### config.mk
export PLATFORM = sky130hd
export DESIGN_NAME = multi_slot_event_timer_table_unit
export DESIGN_NICKNAME = d
export VERILOG_FILES = /design/src/rtl/mset_pkg.sv /design/src/rtl/mset_ram.sv /design/src/rtl/mset_time_unit.sv /design/src/rtl/multi_slot_event_timer_table_unit.sv
export SDC_FILE = /design/constraint.sdc
export NUM_CORES = 2
export LEC_CHECK = 0
export BUFFER_PORTS_ARGS = -buffer_cell sky130_fd_sc_hd__buf_2
export CELL_PAD_IN_SITES_DETAIL_PLACEMENT = 0
export CELL_PAD_IN_SITES_GLOBAL_PLACEMENT = 2
export CORE_ASPECT_RATIO = 1.25
export CORE_MARGIN = 1
export CORE_UTILIZATION = 51
export DETAILED_ROUTE_END_ITERATION = 7
export HOLD_SLACK_MARGIN = 0.1
export MAX_ROUTING_LAYER = met4
export PLACE_DENSITY = 0.91
export SLEW_MARGIN = 5
export SYNTH_ARGS = -nofsm -noshare
export SYNTH_HDL_FRONTEND = slang
export SYNTH_HIERARCHICAL = 1
export SYNTH_SLANG_ARGS = --single-unit
### constraint.sdc
create_clock -name aclk -period 21 [get_ports aclk]
set_clock_uncertainty 0.2 [all_clocks]
set_input_delay 1.05 -clock aclk [delete_from_list [all_inputs] [get_ports aclk]]
set_output_delay 1.05 -clock aclk [all_outputs]
set_load 0.01 [all_outputs]
### src/rtl/mset_pkg.sv
// package for the multi-slot event timer table
// op codes, result kinds and default sizes; no dependencies
package mset_pkg;
    localparam int DEF_NUM_SLOTS = 16;
    localparam int DEF_TIME_BITS = 48;
    localparam int SLOT_W = 4;
    localparam int PERIOD_W = 32;
    localparam int NOW_W = 48;

    typedef enum logic [2:0] {
        OP_CREATE  = 3'd0,
        OP_DESTROY = 3'd1,
        OP_START   = 3'd2,
        OP_STOP    = 3'd3,
        OP_RESET   = 3'd4,
        OP_QUERY   = 3'd5,
        OP_TICK    = 3'd6,
        OP_UNDEF   = 3'd7
    } op_t;

    localparam logic KIND_REPLY  = 1'b0;
    localparam logic KIND_EXPIRY = 1'b1;

    // one result item
    typedef struct packed {
        logic                kind;
        logic [SLOT_W-1:0]   slot_out;
        logic                ok;
        logic                is_active;
        logic [PERIOD_W-1:0] remaining;
        logic                remaining_units;
        logic                last;
    } result_t;
endpackage

### src/rtl/mset_ram.sv
// generic single-port ram with registered read
// no dependencies
module mset_ram #(
    parameter int WIDTH = 8,
    parameter int DEPTH = 16
) (
    input  logic                     aclk,
    input  logic                     we,
    input  logic [$clog2(DEPTH)-1:0] addr,
    input  logic [WIDTH-1:0]         wdata,
    output logic [WIDTH-1:0]         rdata
);
    logic [WIDTH-1:0] mem [DEPTH];

    always_ff @(posedge aclk) begin
        if (we) begin
            mem[addr] <= wdata;
        end
        rdata <= mem[addr];
    end
endmodule

### src/rtl/mset_time_unit.sv
// shared time compare unit: elapsed time, due flag and saturated remaining
// depends on mset_pkg
module mset_time_unit
    import mset_pkg::*;
#(
    parameter int TIME_BITS = DEF_TIME_BITS
) (
    input  logic [TIME_BITS-1:0] now,
    input  logic [TIME_BITS-1:0] start,
    input  logic [PERIOD_W-1:0]  period,
    output logic                 due,
    output logic [PERIOD_W-1:0]  remaining
);
    logic [TIME_BITS-1:0] elapsed;
    logic                 reached;

    always_comb begin
        elapsed   = (now >= start) ? (now - start) : '0;
        reached   = elapsed >= TIME_BITS'(period);
        due       = (now >= start) && reached;
        remaining = reached ? '0 : (period - elapsed[PERIOD_W-1:0]);
    end
endmodule

### src/rtl/multi_slot_event_timer_table_unit.sv
// top level of the multi-slot event timer table
// sequencer over slot flags and ram; uses mset_pkg, mset_ram, mset_time_unit
// create scans for the first free slot; other ops read the ram, then execute;
// tick checks each slot in turn, waiting on m_tready for expiries; sync reset
// clears used, active and dying flags and the tick counter; one item at a time;
// the per-slot scan via the single ram port and shared time unit sets the rate
module multi_slot_event_timer_table_unit
    import mset_pkg::*;
#(
    parameter int NUM_SLOTS = DEF_NUM_SLOTS,
    parameter int TIME_BITS = DEF_TIME_BITS
) (
    input  logic        aclk,
    input  logic        aresetn,
    input  logic        s_tvalid,
    output logic        s_tready,
    // op[2:0] slot[6:3] units[7] duration[39:8] auto_start[40]
    // repeat_mode[41] now_ms[89:42], zero fill to 96
    input  logic [95:0] s_tdata,
    output logic        m_tvalid,
    input  logic        m_tready,
    // slot_out[3:0] ok[4] is_active[5] remaining[37:6] remaining_units[38]
    output logic [39:0] m_tdata,
    // kind
    output logic        m_tuser,
    output logic        m_tlast
);
    localparam int IDX_W = $clog2(NUM_SLOTS);
    localparam int CNT_W = $clog2(NUM_SLOTS + 1);
    localparam int ENT_W = TIME_BITS + PERIOD_W;

    typedef enum logic [2:0] {
        ST_IDLE, ST_FIND, ST_READ, ST_EXEC, ST_SCAN_RD, ST_SCAN_EV, ST_OUT
    } state_t;

    state_t state_reg;
    logic [NUM_SLOTS-1:0] used_reg, active_reg, dying_reg, repeat_reg, units_reg;
    logic [TIME_BITS-1:0] tick_reg, now_reg;
    op_t                  op_reg;
    logic [SLOT_W-1:0]    slot_reg;
    logic                 cunits_reg, cauto_reg, crep_reg;
    logic [PERIOD_W-1:0]  dur_reg;
    logic [CNT_W-1:0]     idx_reg;
    result_t              res_reg;
    logic                 out_v_reg;

    logic                 we;
    logic [IDX_W-1:0]     addr;
    logic [ENT_W-1:0]     wdata, rdata;
    logic [TIME_BITS-1:0] r_start, cur_now;
    logic [PERIOD_W-1:0]  r_period, rem;
    logic                 due, valid_slot;
    logic [IDX_W-1:0]     sidx, iidx;
    logic                 exec_used, exec_ok, q_act, expire;

    assign sidx       = IDX_W'(slot_reg);
    assign iidx       = idx_reg[IDX_W-1:0];
    assign valid_slot = 32'(slot_reg) < NUM_SLOTS;
    assign r_start    = rdata[ENT_W-1:PERIOD_W];
    assign r_period   = rdata[PERIOD_W-1:0];
    assign expire     = used_reg[iidx] && !dying_reg[iidx] && active_reg[iidx] && due;

    mset_ram #(.WIDTH(ENT_W), .DEPTH(NUM_SLOTS)) u_ram (
        .aclk(aclk), .we(we), .addr(addr), .wdata(wdata), .rdata(rdata)
    );

    mset_time_unit #(.TIME_BITS(TIME_BITS)) u_time (
        .now(cur_now), .start(r_start), .period(r_period),
        .due(due), .remaining(rem)
    );

    // op decode for the addressed slot
    always_comb begin
        exec_used = valid_slot && used_reg[sidx];
        q_act     = (op_reg == OP_QUERY) && exec_used && active_reg[sidx];
        unique case (op_reg)
            OP_DESTROY: exec_ok = exec_used;
            OP_START:   exec_ok = exec_used && !active_reg[sidx];
            OP_STOP:    exec_ok = exec_used && active_reg[sidx];
            OP_RESET:   exec_ok = exec_used && active_reg[sidx];
            OP_QUERY:   exec_ok = exec_used;
            default:    exec_ok = 1'b0;
        endcase
    end

    always_comb begin
        we      = 1'b0;
        addr    = sidx;
        cur_now = units_reg[sidx] ? now_reg : tick_reg;
        wdata   = {cur_now, r_period};
        unique case (state_reg)
            ST_FIND: begin
                addr    = iidx;
                cur_now = cunits_reg ? now_reg : tick_reg;
                wdata   = {cur_now, dur_reg};
                we      = (32'(idx_reg) < NUM_SLOTS) && !used_reg[iidx];
            end
            ST_EXEC: begin
                we = exec_ok && (op_reg == OP_START || op_reg == OP_RESET);
            end
            ST_SCAN_RD: addr = iidx;
            ST_SCAN_EV: begin
                addr    = iidx;
                cur_now = units_reg[iidx] ? now_reg : tick_reg;
                wdata   = {cur_now, r_period};
                // restart only at the edge where the scan moves on
                we      = expire && repeat_reg[iidx] && (!out_v_reg || m_tready);
            end
            default: ;
        endcase
    end

    assign s_tready = (state_reg == ST_IDLE);
    assign m_tvalid = out_v_reg;
    assign m_tuser  = res_reg.kind;
    assign m_tlast  = res_reg.last;
    assign m_tdata  = {1'b0, res_reg.remaining_units, res_reg.remaining,
                       res_reg.is_active, res_reg.ok, res_reg.slot_out};

    always_ff @(posedge aclk) begin
        if (!aresetn) begin
            state_reg  <= ST_IDLE;
            used_reg   <= '0;
            active_reg <= '0;
            dying_reg  <= '0;
            tick_reg   <= '0;
            out_v_reg  <= 1'b0;
        end else begin
            unique case (state_reg)
                ST_IDLE: begin
                    if (s_tvalid) begin
                        op_reg     <= op_t'(s_tdata[2:0]);
                        slot_reg   <= s_tdata[6:3];
                        cunits_reg <= s_tdata[7];
                        dur_reg    <= s_tdata[39:8];
                        cauto_reg  <= s_tdata[40];
                        crep_reg   <= s_tdata[41];
                        now_reg    <= TIME_BITS'(s_tdata[42 +: NOW_W]);
                        idx_reg    <= '0;
                        unique case (op_t'(s_tdata[2:0]))
                            OP_CREATE: state_reg <= ST_FIND;
                            OP_TICK:   state_reg <= ST_SCAN_RD;
                            default:   state_reg <= ST_READ;
                        endcase
                    end
                end
                ST_FIND: begin
                    if (32'(idx_reg) >= NUM_SLOTS) begin
                        res_reg   <= '{kind: KIND_REPLY, slot_out: '0, ok: 1'b0,
                                       is_active: 1'b0, remaining: '0,
                                       remaining_units: 1'b0, last: 1'b1};
                        out_v_reg <= 1'b1;
                        state_reg <= ST_OUT;
                    end else if (!used_reg[iidx]) begin
                        used_reg[iidx]   <= 1'b1;
                        dying_reg[iidx]  <= 1'b0;
                        active_reg[iidx] <= cauto_reg;
                        repeat_reg[iidx] <= crep_reg;
                        units_reg[iidx]  <= cunits_reg;
                        res_reg          <= '{kind: KIND_REPLY, slot_out: SLOT_W'(idx_reg),
                                              ok: 1'b1, is_active: 1'b0, remaining: '0,
                                              remaining_units: 1'b0, last: 1'b1};
                        out_v_reg        <= 1'b1;
                        state_reg        <= ST_OUT;
                    end else begin
                        idx_reg <= idx_reg + 1'b1;
                    end
                end
                ST_READ: state_reg <= ST_EXEC;
                ST_EXEC: begin
                    res_reg <= '{kind: KIND_REPLY, slot_out: slot_reg, ok: exec_ok,
                                 is_active: q_act, remaining: q_act ? rem : '0,
                                 remaining_units: (op_reg == OP_QUERY) && exec_used &&
                                                  units_reg[sidx],
                                 last: 1'b1};
                    if (exec_ok) begin
                        case (op_reg)
                            OP_DESTROY: dying_reg[sidx]  <= 1'b1;
                            OP_START:   active_reg[sidx] <= 1'b1;
                            OP_STOP:    active_reg[sidx] <= 1'b0;
                            default: ;
                        endcase
                    end
                    out_v_reg <= 1'b1;
                    state_reg <= ST_OUT;
                end
                ST_SCAN_RD: begin
                    if (32'(idx_reg) >= NUM_SLOTS) begin
                        // wait for a pending expiry transfer before the reply
                        if (!out_v_reg || m_tready) begin
                            for (int i = 0; i < NUM_SLOTS; i++) begin
                                if (dying_reg[i]) begin
                                    used_reg[i]   <= 1'b0;
                                    active_reg[i] <= 1'b0;
                                    dying_reg[i]  <= 1'b0;
                                end
                            end
                            tick_reg  <= tick_reg + 1'b1;
                            res_reg   <= '{kind: KIND_REPLY, slot_out: '0, ok: 1'b1,
                                           is_active: 1'b0, remaining: '0,
                                           remaining_units: 1'b0, last: 1'b1};
                            out_v_reg <= 1'b1;
                            state_reg <= ST_OUT;
                        end
                    end else begin
                        if (m_tready) begin
                            out_v_reg <= 1'b0;
                        end
                        state_reg <= ST_SCAN_EV;
                    end
                end
                ST_SCAN_EV: begin
                    if (!out_v_reg || m_tready) begin
                        idx_reg   <= idx_reg + 1'b1;
                        state_reg <= ST_SCAN_RD;
                        out_v_reg <= expire;
                        if (expire) begin
                            if (!repeat_reg[iidx]) begin
                                active_reg[iidx] <= 1'b0;
                            end
                            res_reg <= '{kind: KIND_EXPIRY, slot_out: SLOT_W'(idx_reg),
                                         ok: 1'b1, is_active: 1'b0, remaining: '0,
                                         remaining_units: 1'b0, last: 1'b0};
                        end
                    end
                end
                ST_OUT: begin
                    if (m_tready) begin
                        out_v_reg <= 1'b0;
                        state_reg <= ST_IDLE;
                    end
                end
                default: state_reg <= ST_IDLE;
            endcase
        end
    end
endmodule

==> Flow_metrics.wiki <==
{| class="wikitable"
! Metric !! Value
|-
| Max_slew headroom || 0.0442
|-
| Ys flop type || sky130_fd_sc_hd__edfxtp_1
|-
| TritonCTS clock tree || done
|-
| Synth Net Count || 4363
|-
| H-tree depth reported by CTS || 4
|-
| Crit path buf inv count || 6
|-
| Clock sink count || 1628
|-
| Critical path class || reg2reg
|-
| Number of hold buffers added after cts || 0
|-
| Actual slew at the worst max-slew pin || approximately 1400 ps
|-
| Cell at the slowest stage of the critical path || sky130_fd_sc_hd__o21ai_1
|-
| Worst-case hold slack || ~240 ps
|-
| Worst min-delay path category || in2reg
|-
| Hold Path Origin || s_tdata[10]
|-
| Critical Path Start || idx_reg[0]
|-
| Number of standard-cell rows in the floorplan || 150
|-
| Global-route wire length before repair || 243 mm
|-
| Half-perimeter wire length of the detailed placement result || slightly below 100 mm
|-
| FF+latch count, synth || roughly 1600
|-
| Minimum setup slack in the final design || 6970 ps
|-
| Post-CTS setup repair buffer count || 0
|-
| Distinct cell type count after synthesis || 99
|-
| Num CTS Buffers || roughly 150
|-
| Placement-stage worst setup slack || between 6000 and 7000 ps
|-
| Max Root-Sink Buffers || 3
|-
| Required time worst endpoint || around 21000 ps
|-
| Cell Area, Synth || between 60000 and 70000 um^2
|-
| Kind of cell adding the most delay to the critical path || simple AND/OR/NAND/NOR gates
|-
| Initial Utilization || 0.515
|-
| Maximum number of pins on one net before global-route repair || about 140
|-
| Fraction of final layout cells sized beyond drive strength 1 || 0.222
|-
| Syn avg cell area || ~17 um^2
|-
| CP Data Arrival Time || roughly 14000 ps
|-
| Cell count after synthesis || approximately 4100
|-
| Maximum cell stage delay along the critical path || around 900 ps
|-
| Final Routed Wirelength || between 150 and 200 mm
|-
| Router iterations before antenna repair || 6
|-
| Setup repair after global routing missed its margin || false
|-
| Count of nets left with antenna violations after detail routing || 0
|-
| Clock latency on the worst-skew pair || just under 800 ps
|-
| Post-Place Cell Area || approximately 72000 um^2
|-
| Maximum fanout count along the critical path || 35
|-
| Max_cap viols || 0
|-
| Average routed wire per standard cell || about 27 um
|-
| Overall via count from detail_route || between 30000 and 40000
|-
| Die Height || about 410 um
|-
| Most flop-heavy register || u_ram/mem
|-
| Area Growth Syn to Fin || 11.0%
|-
| Top flop regs || u_ram/mem: 1280 flops, u_ram/rdata: 80 flops
|-
| Remaining DRCs || 0
|-
| Worst-case vdd ir drop || about 0.1 mV
|-
| Tcrit/Tclk final || 0.668
|-
| Startpoint type of the worst setup path || register
|-
| Number of fill cells || between 10000 and 15000
|-
| Number of synthesized flops with an enable pin || approximately 1400
|-
| Final weighted congestion in routability-driven placement || 0.885
|-
| Highest clock frequency the design can meet || between 70 and 80 MHz
|-
| Vias in the first global route || 38400
|-
| Initial detailed-routing violation count || roughly 3700
|-
| Aggregate negative setup slack || 0 ps
|-
| Number of pins exceeding their max-slew limit in the final report || 0
|-
| Chip width || 331 um
|-
| Post-synth ARST share || 0
|-
| Number of placed I/O pins || approximately 140
|-
| Number of hold violations in the final report || 0
|-
| Most numerous cell on the critical path || sky130_fd_sc_hd__buf_4
|-
| Die area || about 140000 um^2
|-
| Layout Cell Area excl Fill || 76600 um^2
|-
| Top library cells by usage in the layout, fill and taps aside || sky130_fd_sc_hd__edfxtp_1, sky130_fd_sc_hd__mux4_2, sky130_fd_sc_hd__nand2_1, sky130_fd_sc_hd__dfxtp_1, sky130_fd_sc_hd__a21oi_1
|-
| Nets || 4512
|-
| Synth warnings || 6
|-
| Power density of the placed cells || around 120 nW/um^2
|-
| Count of input and output buffers || roughly 140
|-
| Remaining global-route overflow || 0
|-
| Cells resized by post-CTS repair || 0
|-
| Total routing usage reported by global routing || 0.249
|-
| Endpoints failing setup || 0
|-
| Initial antenna violation count || 0
|-
| Crit path capture type || register
|-
| CTS Root Buffer Type || sky130_fd_sc_hd__clkbuf_16
|-
| Clock transition at the register clock pins on the worst setup and hold paths after CTS || about 60 ps
|-
| Fraction of the yosys area taken by sequential cells || 0.683
|-
| Leakage power || 25.7 nW
|-
| Crit Reg-Reg Startpoint || idx_reg[0]
|-
| Outcome || finished clean
|-
| Min cycle time layout || between 10000 and 15000 ps
|-
| Number of flip-flops under the largest register name || around 1300
|-
| Detail-routed via count per cell || roughly 6.2
|-
| Core Footprint || approximately 130000 um^2
|-
| Most common cell after layout, fill and taps aside || sky130_fd_sc_hd__edfxtp_1
|}
-- through the flow --
step	std cells	total power, mW	util
2_1_floorplan	4145	6.04	-
3_3_place_gp	5886	6.81	0.534
3_5_place_dp	5886	6.84	0.534
4_1_cts	6172	9.58	0.571
5_1_grt	6172	9.95	0.571
6_report	6173	9.54	0.571
-- worst paths after layout --
kind                           to  slack (ps)  cells after the start
setup / recovery  u_ram/mem[3][8]        6970                     38
hold / removal         dur_reg[2]         240                      1
setup reg to reg  u_ram/mem[3][8]        6970                     38
hold reg to reg      used_reg[10]         280                      1
-- kinds of logic after synthesis --
family,count (synthesis),share of synthesized area
multiplexers,449,0.131
buffers and inverters,367,0.0239
other,1,0.0000544
flip-flops,1628,0.683
AO/OA/AOI/OAI,717,0.0729
adder cells (fa/ha/maj),118,0.0216
XOR/XNOR,96,0.0122
AND/OR/NAND/NOR,769,0.0560
-- report_power, final --
group | switching [mW] | internal (mW)
Sequential | 0.0760 | 3.86
Combinational | 1.79 | 1.06
Clock | 1.19 | 1.55
-- area by class of cell --
cell class | instances | area, um^2 | share of cell area
sequential | 1628 | 47100 | 0.615
multi-input combinational | 2150 | 20500 | 0.267
tap | 1748 | 2190 | 0.0286
timing repair buffer | 216 | 1310 | 0.0171
antenna | 1 | 2.50 | 0.0000327
clock inverter | 82 | 747 | 0.00976
clock buffer | 204 | 4230 | 0.0552
inverter | 144 | 541 | 0.00706
-- cells in the mapped netlist, types with 21 or more instances --
master,number,area share
sky130_fd_sc_hd__edfxtp_1,1448,0.63
sky130_fd_sc_hd__mux4_2,340,0.11
sky130_fd_sc_hd__nand2_1,248,0.013
sky130_fd_sc_hd__dfxtp_1,180,0.052
sky130_fd_sc_hd__a21oi_1,162,0.012
sky130_fd_sc_hd__nor2_1,150,0.0082
sky130_fd_sc_hd__inv_1,142,0.0077
sky130_fd_sc_hd__a22oi_1,134,0.015
sky130_fd_sc_hd__o21ai_0,134,0.0097
sky130_fd_sc_hd__ha_1,116,0.021
sky130_fd_sc_hd__clkbuf_1,104,0.0057
sky130_fd_sc_hd__and2_1,66,0.0060
sky130_fd_sc_hd__buf_2,59,0.0043
sky130_fd_sc_hd__xnor2_1,57,0.0072
sky130_fd_sc_hd__nand3_1,55,0.0040
sky130_fd_sc_hd__mux2_4,46,0.010
sky130_fd_sc_hd__nand4_1,39,0.0035
sky130_fd_sc_hd__xor2_1,39,0.0050
sky130_fd_sc_hd__nor2b_1,38,0.0034
sky130_fd_sc_hd__mux2_2,35,0.0057
sky130_fd_sc_hd__a311oi_1,32,0.0041
sky130_fd_sc_hd__a31oi_1,31,0.0028
sky130_fd_sc_hd__a22oi_2,30,0.0054
sky130_fd_sc_hd__mux2i_1,28,0.0041
sky130_fd_sc_hd__nor3_1,28,0.0020
sky130_fd_sc_hd__nand2b_1,27,0.0024
sky130_fd_sc_hd__a21o_1,25,0.0027
sky130_fd_sc_hd__and3_1,24,0.0022
sky130_fd_sc_hd__or3_1,22,0.0020
sky130_fd_sc_hd__buf_1,21,0.0011
-- metal layers --
layer	global-route usage	vias up	wire (um)
li1	-	16700	-
met1	0.324	19500	65500
met2	0.403	1536	81800
met3	0.0412	294	12100
met4	0.0740	0	4220
met5	-	-	0
(Power assumes the default switching activity.)
